**config.mk**
```make
export PLATFORM = sky130hd
export DESIGN_NAME = quadratic_bspline_point_eval
export DESIGN_NICKNAME = d
export VERILOG_FILES = /design/src/rtl/qbsp_pkg.sv /design/src/rtl/qbsp_store.sv /design/src/rtl/qbsp_weight.sv /design/src/rtl/qbsp_mac.sv /design/src/rtl/quadratic_bspline_point_eval.sv
export VERILOG_INCLUDE_DIRS = /design/src /design/src/rtl
export SDC_FILE = /design/constraint.sdc
export NUM_CORES = 2
export LEC_CHECK = 0
export BUFFER_PORTS_ARGS = -buffer_cell sky130_fd_sc_hd__buf_2
export CORE_AREA = 2 2 432 434
export DETAILED_ROUTE_END_ITERATION = 10
export DIE_AREA = 0 0 434 436
export SLEW_MARGIN = 20
export SYNTH_ARGS = -nofsm -noshare
export SYNTH_HDL_FRONTEND = slang
export SYNTH_SLANG_ARGS = --single-unit
```
**constraint.sdc**
```tcl
create_clock -name clock -period 31.4 [get_ports clock]
set_clock_uncertainty 0.2 [all_clocks]
set_input_delay 6.28 -clock clock [delete_from_list [all_inputs] [get_ports clock]]
set_output_delay 6.28 -clock clock [all_outputs]
set_load 0.01 [all_outputs]
```
**src/rtl/quadratic_bspline_point_eval_assert.svh**
```systemverilog
// Assertion macros shared by the spline evaluator modules.
// Uses the module's clock and reset names; no other dependencies.
`ifndef QUADRATIC_BSPLINE_POINT_EVAL_ASSERT_SVH
`define QUADRATIC_BSPLINE_POINT_EVAL_ASSERT_SVH
`ifndef SYNTH
`define QBSP_ASSERT(label, prop) \
   label: assert property (@(posedge clock) disable iff (reset) prop) \
      else $error("spline evaluator assertion failed");
`define QBSP_ASSERT_NORST(label, prop) \
   label: assert property (@(posedge clock) prop) \
      else $error("spline evaluator reset assertion failed");
`else
`define QBSP_ASSERT(label, prop)
`define QBSP_ASSERT_NORST(label, prop)
`endif
`endif

```
**src/rtl/qbsp_pkg.sv**
```systemverilog
// Types and constants for the quadratic B-spline point evaluator.
// Used by every module of the block; depends on nothing.
`timescale 1ns / 1ps

package qbsp_pkg;

   localparam int NUM_POINTS   = 5;
   localparam int COORD_W      = 12;
   localparam int IDX_W        = 3;
   localparam int U_W          = 10;
   localparam int FRAC_W       = 8;
   localparam int SPAN_W       = 2;
   localparam int WEIGHT_W     = 18;
   localparam int WIDE_W       = 20;
   localparam int PROD_W       = WEIGHT_W + COORD_W;
   localparam int WEIGHT_SHIFT = 17;
   localparam int TAPS         = 3;

   localparam logic KIND_LOAD = 1'b0;
   localparam logic KIND_EVAL = 1'b1;

   localparam logic [SPAN_W-1:0] SPAN_FIRST = 2'd0;
   localparam logic [SPAN_W-1:0] SPAN_MID   = 2'd1;
   localparam logic [SPAN_W-1:0] SPAN_LAST  = 2'd2;
   localparam logic [SPAN_W-1:0] SPAN_NONE  = 2'd3;

   localparam logic [WIDE_W-1:0] FULL_WEIGHT = 20'd131072;

   typedef logic [COORD_W-1:0]  coord_type;
   typedef logic [WEIGHT_W-1:0] weight_type;
   typedef logic [PROD_W-1:0]   prod_type;

   // Stage 1: decoded parameter and a snapshot of the whole point store.
   typedef struct packed {
      logic [SPAN_W-1:0]            span;
      logic [FRAC_W-1:0]            f;
      logic [FRAC_W:0]              g;
      coord_type [NUM_POINTS-1:0]   px;
      coord_type [NUM_POINTS-1:0]   py;
   } s1_type;

   // Stage 2: squares and the three points of the active span.
   typedef struct packed {
      logic [SPAN_W-1:0]      span;
      logic [FRAC_W-1:0]      f;
      logic [FRAC_W:0]        g;
      logic [2*FRAC_W-1:0]    f2;
      logic [2*FRAC_W:0]      g2;
      coord_type [TAPS-1:0]   px;
      coord_type [TAPS-1:0]   py;
   } s2_type;

   // Stage 3: basis weights of the active span.
   typedef struct packed {
      weight_type [TAPS-1:0]  w;
      coord_type [TAPS-1:0]   px;
      coord_type [TAPS-1:0]   py;
   } s3_type;

   // Stage 4: weighted coordinates.
   typedef struct packed {
      prod_type [TAPS-1:0]    prod_x;
      prod_type [TAPS-1:0]    prod_y;
   } s4_type;

endpackage

```
**src/rtl/qbsp_store.sv**
```systemverilog
// Control point store and first pipeline stage of the spline evaluator.
// Depends on qbsp_pkg and the assertion macro header.
`timescale 1ns / 1ps
`include "quadratic_bspline_point_eval_assert.svh"

module qbsp_store (
   input  logic                      clock,
   input  logic                      reset,
   input  logic                      req_valid,
   output logic                      req_stall,
   input  logic                      req_kind,
   input  logic [2:0]                req_point_index,
   input  logic [11:0]               req_coord_x,
   input  logic [11:0]               req_coord_y,
   input  logic [9:0]                req_param_u,
   output logic                      s1_valid,
   input  logic                      s1_ready_dn,
   output qbsp_pkg::s1_type          s1_data
);
   import qbsp_pkg::*;

   coord_type point_x_ff [NUM_POINTS];
   coord_type point_y_ff [NUM_POINTS];

   logic    s1_valid_ff;
   logic    s1_valid_in;
   s1_type  s1_data_ff;
   s1_type  s1_data_in;
   logic    s1_ready;
   logic    accept;
   logic    load_en;

   assign s1_ready  = !s1_valid_ff || s1_ready_dn;
   assign req_stall = !s1_ready;
   assign accept    = req_valid && s1_ready;
   assign load_en   = accept && (req_kind == KIND_LOAD)
                      && ({1'b0, req_point_index} < 4'(NUM_POINTS));

   // Loads write the store at acceptance, so an evaluate item that follows
   // in the next cycle already sees the new point in its snapshot.
   always_comb begin
      s1_data_in.span = req_param_u[U_W-1:FRAC_W];
      s1_data_in.f    = req_param_u[FRAC_W-1:0];
      s1_data_in.g    = (FRAC_W+1)'(1 << FRAC_W) - {1'b0, req_param_u[FRAC_W-1:0]};
      for (int i = 0; i < NUM_POINTS; i++) begin
         s1_data_in.px[i] = point_x_ff[i];
         s1_data_in.py[i] = point_y_ff[i];
      end
      s1_valid_in = s1_ready ? (accept && (req_kind == KIND_EVAL)) : s1_valid_ff;
   end

   always_ff @(posedge clock) begin
      if (reset) begin
         for (int i = 0; i < NUM_POINTS; i++) begin
            point_x_ff[i] <= '0;
            point_y_ff[i] <= '0;
         end
         s1_valid_ff <= 1'b0;
      end else begin
         if (load_en) begin
            point_x_ff[req_point_index] <= req_coord_x;
            point_y_ff[req_point_index] <= req_coord_y;
         end
         s1_valid_ff <= s1_valid_in;
      end
   end

   always_ff @(posedge clock) begin
      if (accept) begin
         s1_data_ff <= s1_data_in;
      end
   end

   assign s1_valid = s1_valid_ff;
   assign s1_data  = s1_data_ff;

   `QBSP_ASSERT(a_load_x, load_en |=> point_x_ff[$past(req_point_index)] == $past(req_coord_x))
   `QBSP_ASSERT(a_load_y, load_en |=> point_y_ff[$past(req_point_index)] == $past(req_coord_y))
   `QBSP_ASSERT(a_stall_full, req_stall |-> s1_valid_ff)

endmodule

```
**src/rtl/qbsp_weight.sv**
```systemverilog
// Basis weight stages of the spline evaluator: squares, then weights.
// Depends on qbsp_pkg and the assertion macro header.
`timescale 1ns / 1ps
`include "quadratic_bspline_point_eval_assert.svh"

module qbsp_weight (
   input  logic                      clock,
   input  logic                      reset,
   input  logic                      s1_valid,
   output logic                      s1_ready,
   input  qbsp_pkg::s1_type          s1_data,
   output logic                      s3_valid,
   input  logic                      s3_ready_dn,
   output qbsp_pkg::s3_type          s3_data
);
   import qbsp_pkg::*;

   logic    s2_valid_ff;
   logic    s2_valid_in;
   s2_type  s2_data_ff;
   s2_type  s2_data_in;
   logic    s2_ready;
   logic    s3_valid_ff;
   logic    s3_valid_in;
   s3_type  s3_data_ff;
   s3_type  s3_data_in;
   logic    s3_ready;

   logic [WIDE_W-1:0] f2e;
   logic [WIDE_W-1:0] g2e;
   logic [WIDE_W-1:0] f10;
   logic [WIDE_W-1:0] g10;
   logic [WIDE_W-1:0] wide [TAPS];
   logic [WIDE_W-1:0] w_sum;

   assign s3_ready = !s3_valid_ff || s3_ready_dn;
   assign s2_ready = !s2_valid_ff || s3_ready;
   assign s1_ready = s2_ready;

   // Stage 2: squares of f and g, and the three points of the span.
   always_comb begin
      s2_data_in.span = s1_data.span;
      s2_data_in.f    = s1_data.f;
      s2_data_in.g    = s1_data.g;
      s2_data_in.f2   = s1_data.f * s1_data.f;
      s2_data_in.g2   = s1_data.g * s1_data.g;
      for (int k = 0; k < TAPS; k++) begin
         case (s1_data.span)
            SPAN_FIRST: begin
               s2_data_in.px[k] = s1_data.px[k];
               s2_data_in.py[k] = s1_data.py[k];
            end
            SPAN_MID: begin
               s2_data_in.px[k] = s1_data.px[k+1];
               s2_data_in.py[k] = s1_data.py[k+1];
            end
            default: begin
               s2_data_in.px[k] = s1_data.px[k+2];
               s2_data_in.py[k] = s1_data.py[k+2];
            end
         endcase
      end
      s2_valid_in = s2_ready ? s1_valid : s2_valid_ff;
   end

   // Stage 3: weights. Intermediates are kept wider than a weight because
   // 1024*g reaches 2^18 at the start of the last span.
   always_comb begin
      f2e = WIDE_W'(s2_data_ff.f2);
      g2e = WIDE_W'(s2_data_ff.g2);
      f10 = WIDE_W'(s2_data_ff.f) << 10;
      g10 = WIDE_W'(s2_data_ff.g) << 10;
      case (s2_data_ff.span)
         SPAN_FIRST: begin
            wide[0] = g2e << 1;
            wide[1] = f10 - (f2e + (f2e << 1));
            wide[2] = f2e;
         end
         SPAN_MID: begin
            wide[0] = g2e;
            wide[1] = FULL_WEIGHT - g2e - f2e;
            wide[2] = f2e;
         end
         SPAN_LAST: begin
            wide[0] = g2e;
            wide[1] = g10 - (g2e + (g2e << 1));
            wide[2] = f2e << 1;
         end
         default: begin
            wide[0] = '0;
            wide[1] = '0;
            wide[2] = '0;
         end
      endcase
      for (int k = 0; k < TAPS; k++) begin
         s3_data_in.w[k] = wide[k][WEIGHT_W-1:0];
      end
      s3_data_in.px = s2_data_ff.px;
      s3_data_in.py = s2_data_ff.py;
      s3_valid_in   = s3_ready ? s2_valid_ff : s3_valid_ff;
   end

   always_ff @(posedge clock) begin
      if (reset) begin
         s2_valid_ff <= 1'b0;
         s3_valid_ff <= 1'b0;
      end else begin
         s2_valid_ff <= s2_valid_in;
         s3_valid_ff <= s3_valid_in;
      end
   end

   always_ff @(posedge clock) begin
      if (s2_ready && s1_valid) begin
         s2_data_ff <= s2_data_in;
      end
      if (s3_ready && s2_valid_ff) begin
         s3_data_ff <= s3_data_in;
      end
   end

   assign s3_valid = s3_valid_ff;
   assign s3_data  = s3_data_ff;

   assign w_sum = WIDE_W'(s3_data_ff.w[0]) + WIDE_W'(s3_data_ff.w[1])
                  + WIDE_W'(s3_data_ff.w[2]);

   // Inside the domain the weights form a partition of unity.
   `QBSP_ASSERT(a_weight_sum, s3_valid_ff |-> (w_sum == FULL_WEIGHT) || (w_sum == '0))

endmodule

```
**src/rtl/qbsp_mac.sv**
```systemverilog
// Multiply and accumulate stages of the spline evaluator, with the
// output register. Depends on qbsp_pkg.
`timescale 1ns / 1ps

module qbsp_mac (
   input  logic                      clock,
   input  logic                      reset,
   input  logic                      s3_valid,
   output logic                      s3_ready,
   input  qbsp_pkg::s3_type          s3_data,
   output logic                      rsp_valid,
   input  logic                      rsp_stall,
   output logic [11:0]               rsp_pixel_x,
   output logic [11:0]               rsp_pixel_y
);
   import qbsp_pkg::*;

   logic       s4_valid_ff;
   logic       s4_valid_in;
   s4_type     s4_data_ff;
   s4_type     s4_data_in;
   logic       s4_ready;
   logic       rsp_valid_ff;
   logic       rsp_valid_in;
   logic       rsp_ready;
   coord_type  pixel_x_ff;
   coord_type  pixel_y_ff;
   prod_type   sum_x;
   prod_type   sum_y;

   assign rsp_ready = !rsp_valid_ff || !rsp_stall;
   assign s4_ready  = !s4_valid_ff || rsp_ready;
   assign s3_ready  = s4_ready;

   always_comb begin
      for (int k = 0; k < TAPS; k++) begin
         s4_data_in.prod_x[k] = PROD_W'(s3_data.w[k]) * PROD_W'(s3_data.px[k]);
         s4_data_in.prod_y[k] = PROD_W'(s3_data.w[k]) * PROD_W'(s3_data.py[k]);
      end
      s4_valid_in = s4_ready ? s3_valid : s4_valid_ff;
   end

   // The weights sum to 2^17, so the sums cannot overflow and the shift
   // leaves a value no larger than the largest coordinate.
   assign sum_x = s4_data_ff.prod_x[0] + s4_data_ff.prod_x[1] + s4_data_ff.prod_x[2];
   assign sum_y = s4_data_ff.prod_y[0] + s4_data_ff.prod_y[1] + s4_data_ff.prod_y[2];
   assign rsp_valid_in = rsp_ready ? s4_valid_ff : rsp_valid_ff;

   always_ff @(posedge clock) begin
      if (reset) begin
         s4_valid_ff  <= 1'b0;
         rsp_valid_ff <= 1'b0;
      end else begin
         s4_valid_ff  <= s4_valid_in;
         rsp_valid_ff <= rsp_valid_in;
      end
   end

   always_ff @(posedge clock) begin
      if (s4_ready && s3_valid) begin
         s4_data_ff <= s4_data_in;
      end
      if (rsp_ready && s4_valid_ff) begin
         pixel_x_ff <= sum_x[WEIGHT_SHIFT+COORD_W-1:WEIGHT_SHIFT];
         pixel_y_ff <= sum_y[WEIGHT_SHIFT+COORD_W-1:WEIGHT_SHIFT];
      end
   end

   assign rsp_valid   = rsp_valid_ff;
   assign rsp_pixel_x = pixel_x_ff;
   assign rsp_pixel_y = pixel_y_ff;

endmodule

```
**src/rtl/quadratic_bspline_point_eval.sv**
```systemverilog
// An evaluate item's result passes the stage registers s1 to s4 and the output register
// before it shows on rsp_valid, and is taken from there when rsp_stall is low.
// Throughput: one item per cycle unless rsp_stall backs up the pipeline; each of the five
// pipeline stages holds one item and moves on whenever the stage after it has room.
// Load items update the point store in their acceptance cycle and give no result.
// Reset clears the point store to zero and empties the pipeline.
`timescale 1ns / 1ps
`include "quadratic_bspline_point_eval_assert.svh"

module quadratic_bspline_point_eval (
   input  logic         clock,
   input  logic         reset,
   input  logic         req_valid,
   output logic         req_stall,
   input  logic         req_kind,
   input  logic [2:0]   req_point_index,
   input  logic [11:0]  req_coord_x,
   input  logic [11:0]  req_coord_y,
   input  logic [9:0]   req_param_u,
   output logic         rsp_valid,
   input  logic         rsp_stall,
   output logic [11:0]  rsp_pixel_x,
   output logic [11:0]  rsp_pixel_y
);
   import qbsp_pkg::*;

   logic    s1_valid;
   logic    s1_ready;
   s1_type  s1_data;
   logic    s3_valid;
   logic    s3_ready;
   s3_type  s3_data;

   qbsp_store u_store (
      .clock           (clock),
      .reset           (reset),
      .req_valid       (req_valid),
      .req_stall       (req_stall),
      .req_kind        (req_kind),
      .req_point_index (req_point_index),
      .req_coord_x     (req_coord_x),
      .req_coord_y     (req_coord_y),
      .req_param_u     (req_param_u),
      .s1_valid        (s1_valid),
      .s1_ready_dn     (s1_ready),
      .s1_data         (s1_data)
   );

   qbsp_weight u_weight (
      .clock       (clock),
      .reset       (reset),
      .s1_valid    (s1_valid),
      .s1_ready    (s1_ready),
      .s1_data     (s1_data),
      .s3_valid    (s3_valid),
      .s3_ready_dn (s3_ready),
      .s3_data     (s3_data)
   );

   qbsp_mac u_mac (
      .clock       (clock),
      .reset       (reset),
      .s3_valid    (s3_valid),
      .s3_ready    (s3_ready),
      .s3_data     (s3_data),
      .rsp_valid   (rsp_valid),
      .rsp_stall   (rsp_stall),
      .rsp_pixel_x (rsp_pixel_x),
      .rsp_pixel_y (rsp_pixel_y)
   );

   `QBSP_ASSERT_NORST(a_reset_empty, reset |=> !rsp_valid)

endmodule
```
After elaboration in Yosys (flattened, before gate mapping)
Memories as Yosys holds them, arrays and structs flattened. A register that Yosys moved wholly into a read port is not among the register bits.
Cells that the tools add are included.
{"block": "op_classes", "reduce_logical": 24, "order_cmp": 1, "muxes": 18, "multipliers": 8, "n_eq_ne": 3, "n_bitwise": 1, "add_sub_neg": 11}
{"cell": "multiplier 18 x 12 -> 29 bit", "n": 6}
{"cell": "case mux 58 bit (3 select lines)", "n": 1}
{"cell": "case mux 12 bit (2 select lines)", "n": 6}
{"cell": "adder 29 bit", "n": 4}
{"cell": "two-way mux 12 bit", "n": 2}
{"cell": "OR reduction 12 bit", "n": 2}
{"cell": "subtractor 18 x 20 -> 20 bit", "n": 1}
{"cell": "subtractor 19 x 20 -> 20 bit", "n": 1}
{"cell": "subtractor 20 x 16 -> 20 bit", "n": 1}
{"cell": "adder 17 x 18 -> 19 bit", "n": 1}
{"cell": "subtractor 18 x 17 -> 19 bit (first input constant)", "n": 1}
{"cell": "adder 16 x 17 -> 18 bit", "n": 1}
{"cell": "multiplier 9 x 9 -> 17 bit", "n": 1}
{"cell": "multiplier 8 x 8 -> 16 bit", "n": 1}
{"cell": "subtractor 9 x 8 -> 9 bit (first input constant)", "n": 1}
{"cell": "logical AND 1 bit", "n": 8}
{"cell": "zero test 1 bit", "n": 7}
{"cell": "two-way mux 1 bit", "n": 7}
{"cell": "two-way mux 3 bit", "n": 2}
{"cell": "logical OR 1 bit", "n": 5}
{"cell": "== test 2 x 1 -> 1 bit (second input constant)", "n": 2}
{"cell": "zero test 2 bit", "n": 2}
{"cell": "< comparator 3 bit (second input constant)", "n": 1}
{"cell": "== test 2 bit (second input constant)", "n": 1}
{"cell": "inverter 1 bit", "n": 1}
{"block": "totals", "inputBits": 42, "ramBits": 120, "register_bits": 472, "n_memories": 2, "word_cells": 104, "out_inout_bits": 26}
{"memory": "u_store.point_x_ff", "words": 5, "width": 12, "read_ports": 5, "rd_ports_with_merged_regs": 5, "write_ports": 5, "line": "qbsp_store.sv:22", "source": "coord_type point_x_ff [NUM_POINTS];"}
{"memory": "u_store.point_y_ff", "words": 5, "width": 12, "read_ports": 5, "rd_ports_with_merged_regs": 5, "write_ports": 5, "line": "qbsp_store.sv:23", "source": "coord_type point_y_ff [NUM_POINTS];"}

Depth between registers and ports, before layout
{"block": "depth", "word_depth": 14, "depth_mapped": 23, "mapped_depth_nobuf": 21}

Hierarchy
Synthesis repeated with hierarchy kept, for this count alone.
{"block": "unflattened", "hier_cells": 7290, "hier_area_um2": 74630.3}
{"mod": "qbsp_mac", "n_inst": 1, "area_each_um2": 49177.2, "seq_area_each_um2": 5985.7, "cells_each": 5347}
{"mod": "qbsp_weight", "n_inst": 1, "area_each_um2": 16530.9, "seq_area_each_um2": 7367.1, "cells_each": 1518}
{"mod": "qbsp_store", "n_inst": 1, "area_each_um2": 8922.3, "seq_area_each_um2": 7767.4, "cells_each": 425}

Worst setup path after synthesis
OpenSTA, ideal clock, no wires.
{"block": "synth_timing", "path_type": "input to register", "startpoint": "in rsp_stall", "endpoint": "reg u_weight.s3_data_ff, in the netlist u_weight.s3_data[0] (enable)", "path_slack_ps": 14757, "required_ps": 30400, "arrival_ps": 15643, "setup_time_ps": 800, "n_path_buf": 1, "stages": 3, "path_cell_list": "and3_1 clkbuf_1 a21boi_0"}
{"block": "synth_between", "elab_chain_cells": 5}
{"item": "start: declaration", "line": "quadratic_bspline_point_eval.sv:21", "source": "input logic rsp_stall,"}
{"item": "zero test 1 bit", "line": "qbsp_mac.sv:31", "source": "assign rsp_ready = !rsp_valid_ff || !rsp_stall;"}
{"item": "logical OR 1 bit", "line": "qbsp_mac.sv:31"}
{"item": "logical OR 1 bit", "line": "qbsp_mac.sv:32", "source": "assign s4_ready = !s4_valid_ff || rsp_ready;"}
{"item": "logical OR 1 bit", "line": "qbsp_weight.sv:36", "source": "assign s3_ready = !s3_valid_ff || s3_ready_dn;"}
{"item": "logical AND 1 bit", "line": "qbsp_weight.sv:117", "source": "if (s3_ready && s2_valid_ff) begin"}
{"item": "end signal: assignment", "line": "qbsp_weight.sv:118", "source": "s3_data_ff <= s3_data_in;"}
{"item": "end: declaration", "line": "qbsp_weight.sv:25", "source": "s3_type s3_data_ff;"}
Every way passes these cells.
A chain may end at the register's enable or synchronous reset.

Worst setup path in the final report
{"block": "layout_timing", "startpoint": "in rsp_stall", "endpoint": "out req_stall"}
{"block": "layout_between", "elab_chain_cells": 7}
{"item": "zero test 1 bit", "line": "qbsp_mac.sv:31"}
{"item": "logical OR 1 bit", "line": "qbsp_mac.sv:31"}
{"item": "logical OR 1 bit", "line": "qbsp_mac.sv:32"}
{"item": "logical OR 1 bit", "line": "qbsp_weight.sv:36"}
{"item": "logical OR 1 bit", "line": "qbsp_weight.sv:37", "source": "assign s2_ready = !s2_valid_ff || s3_ready;"}
{"item": "logical OR 1 bit", "line": "qbsp_store.sv:33", "source": "assign s1_ready = !s1_valid_ff || s1_ready_dn;"}
{"item": "zero test 1 bit", "line": "qbsp_store.sv:34", "source": "assign req_stall = !s1_ready;"}
{"item": "end: declaration", "line": "quadratic_bspline_point_eval.sv:14", "source": "output logic req_stall,"}
Every way passes these cells.

==> metrics.json <==
{
  "status": "finished clean",
  "postSynthAreaPerCell_um2": 10.3,
  "viasPerCell": 5.04,
  "min_path_type": "reg -> reg",
  "leakage_nw": 36.4,
  "clock_buffers_created_by_tritoncts": 79,
  "timing.critical_path.to_type": "output pin",
  "layout.cells.most_common": "inv_1",
  "chip_width_um": 434,
  "timing.rr.end": "u_mac.s4_data_ff[118]$_DFFE_PP_",
  "first_iter_violations": 3357,
  "tns_ps": 0,
  "finalWeightedCongestion": 0.888,
  "crit_path_start_kind": "primary input",
  "timing.hold.worst_path_depth": 0,
  "synthesis.instances": 7095,
  "cts.reportedPaths.clkPinSlew_ps": 60,
  "share_of_final_layout_standard_cells_stronger_than_drive_strength_1": 0.0462,
  "grt_start_max_net_pins": 147,
  "period_needed_ps": 13780,
  "worst-slew-pin-transition_ps": 1090,
  "postPlaceCellArea_um2": 76400,
  "max_slew_violation_count": 0,
  "crit_share_post_route": 0.439,
  "grt_pass1_vias": 51000,
  "io_buffer_count": 67,
  "worst-endpoint-required_ps": 24920,
  "synth_cell_type_count": 95,
  "setup.worst_path.class": "in -> out",
  "holdPathEnd": "u_store.s1_data[37]$_DFFE_PP_",
  "count_of_vias_placed_by_the_detailed_router": 48400,
  "fmaxAchievable_mhz": 72.5,
  "postLayoutSetupSlackWorst_ps": 17620,
  "post_drt_wl_per_cell_um": 18.1,
  "layout.area.seq_um2": 21100,
  "first_pass_grt_wire_length_um": 281000,
  "row_count": 158,
  "drt_drc_violations_left": 0,
  "arrival_time_of_the_worst_setup_path_ps": 7300,
  "initial_utilization": 0.398,
  "ant_nets": 0,
  "worstReg2RegStart": "u_weight.s3_data[43]$_DFFE_PP_",
  "clk-insertion-delay-late_ps": 710,
  "number_of_enable_flip_flop_cells_after_synthesis": 699,
  "ys_ff_latch": 704,
  "final_setup_violation_count": 0,
  "mostFrequentLayoutCells": "1343 x inv_1, 1051 x fa_1, 1043 x nand2_1",
  "max-cap-violations": 0,
  "multi_input_area_um2": 46300,
  "r2r.worst_path.cells": 18,
  "whs_ps": 216,
  "crit_fanout": 7,
  "synth-seq-area-share": 0.287,
  "final.fill_count": 17700,
  "syn-cell-area_um2": 73400,
  "synthArstFlopShare": 0,
  "ys.flop_type": "edfxtp_1",
  "tritoncts_clock_tree": "done",
  "synth_warnings": 0,
  "cts_hold_buf": 0,
  "die-area_um2": 189000,
  "grt-ovfl-total": 0,
  "num-nets-final": 8720,
  "cts_resized": 0,
  "clock-sinks": 704,
  "pre_cts_ws_ps": 17640,
  "final_area_um2": 79000,
  "detailedPlacementHpwl_um": 132000,
  "cts-root-to-sink-buffers": 3,
  "flow.area_growth_from_synthesis_pct": 7.67,
  "post-cts-setup-buffer-count": 0,
  "ir_worst_vdd_v": 0.0000730,
  "root_buffer": "clkbuf_16",
  "detail_route.wirelength_um": 173000,
  "maxSlewHeadroom": 0.272,
  "core_area_um2": 185000,
  "hold_startpoint": "u_store.point_y_ff[3][1]$_SDFFCE_PN0P_",
  "final_hold_viol_count": 0,
  "power.density_cell_area_nw_per_um2": 76.9,
  "boundaryPins": 68,
  "rsz0062_at_grt": "false",
  "drt_pass1_iterations": 5,
  "antenna_found_initial": 7,
  "reg2reg_setup_slack_ps": 24560,
  "grt_use_total": 0.189,
  "die_height_um": 436,
  "htreeDepth": 3
}
kinds of logic (layout without fill, tap and decap cells):
group,after synthesis,after routing,share of synthesized area
compound gates,682,682,0.0614
buf+inv,1627,1638,0.0835
flops,704,704,0.287
simple gates,2075,2075,0.136
fa+ha+maj,1637,1637,0.387
xor+xnor,288,288,0.0345
mux,81,81,0.0111
other cells,1,3,0.0000511
critical path: stages:
cell     delay (ps)
buf_2           130
and3_1          440
nand4_1         210
inv_1           110
buf_2           140
layer usage:
| layer | global-route usage | vias to the layer above | share of wire |
|---|---|---|---|
| met3 | 0.0305 | 246 | 0.064 |
| li1 | - | 22300 | - |
| met2 | 0.300 | 1313 | 0.45 |
| met5 | 0 | - | 0 |
| met4 | 0.0596 | 0 | 0.032 |
| met1 | 0.266 | 24500 | 0.45 |
worst max path at each step:
| stage | start | end | slack [ps] | depth (start not counted) |
|---|---|---|---|---|
| final | rsp_stall | req_stall | 17620 | 5 |
| after global routing | rsp_stall | req_stall | 17540 | 5 |
| after CTS | rsp_stall | req_stall | 17640 | 5 |
| after detailed placement | rsp_stall | req_stall | 17640 | 5 |
| after global placement | rsp_stall | req_stall | 17620 | 5 |
| after floorplan | rsp_stall | u_weight.s3_data[0]$_DFFE_PP_ | 14760 | 3 |
state kept, by name, indices dropped and copies added (netlist names), 7 cells and up:
register             count
u_mac.s4_data_ff       174
u_store.s1_data        138
u_weight.s3_data       125
u_weight.s2_data_ff     74
u_store.point_x_ff      60
u_store.point_y_ff      60
u_weight.g2e            16
u_weight.f2e            14
u_mac.rsp_pixel_x       12
u_mac.rsp_pixel_y       12
u_weight.f10             7
u_weight.g10             7
power breakdown:
part | internal [W] | leakage, nW | switching [W]
registers | 0.00130 | 6.52 | 0.0000603
logic | 0.00157 | 28.7 | 0.00223
clock network | 0.000507 | 1.24 | 0.000418
total | 0.00338 | 36.4 | 0.00270
through the flow:
stage / utilization / power (W) / instances
finish: 0.428 / 0.00608 / 9588
global route: 0.428 / 0.00666 / 9588
floorplan: - / 0.00418 / 7096
detailed placement: 0.414 / 0.00516 / 9440
global placement: 0.414 / 0.00511 / 9439
CTS: 0.428 / 0.00612 / 9587
layout make-up:
cell class,count,share of cell area
repair buffers,146,0.0120
flip-flops and latches,704,0.267
clock buffers,89,0.0255
inverters,1345,0.0639
well taps,2480,0.0393
multi-input cells,4765,0.585
clock inverters,58,0.00703
diodes,1,0.0000317
cells in the mapped netlist (87+ instances only):
cell type | instances | area [um2]
fa_1 | 1051 | 21000
nor2_1 | 162 | 608
a21oi_1 | 162 | 811
a21o_1 | 87 | 653
inv_1 | 1344 | 5040
edfxtp_1 | 699 | 21000
o21ai_0 | 166 | 831
ha_1 | 586 | 7330
and2_1 | 571 | 3570
xnor2_1 | 213 | 1870
clkbuf_1 | 269 | 1010
nand2_1 | 1043 | 3920
No activity file was read; power rests on OpenSTA's default activity.
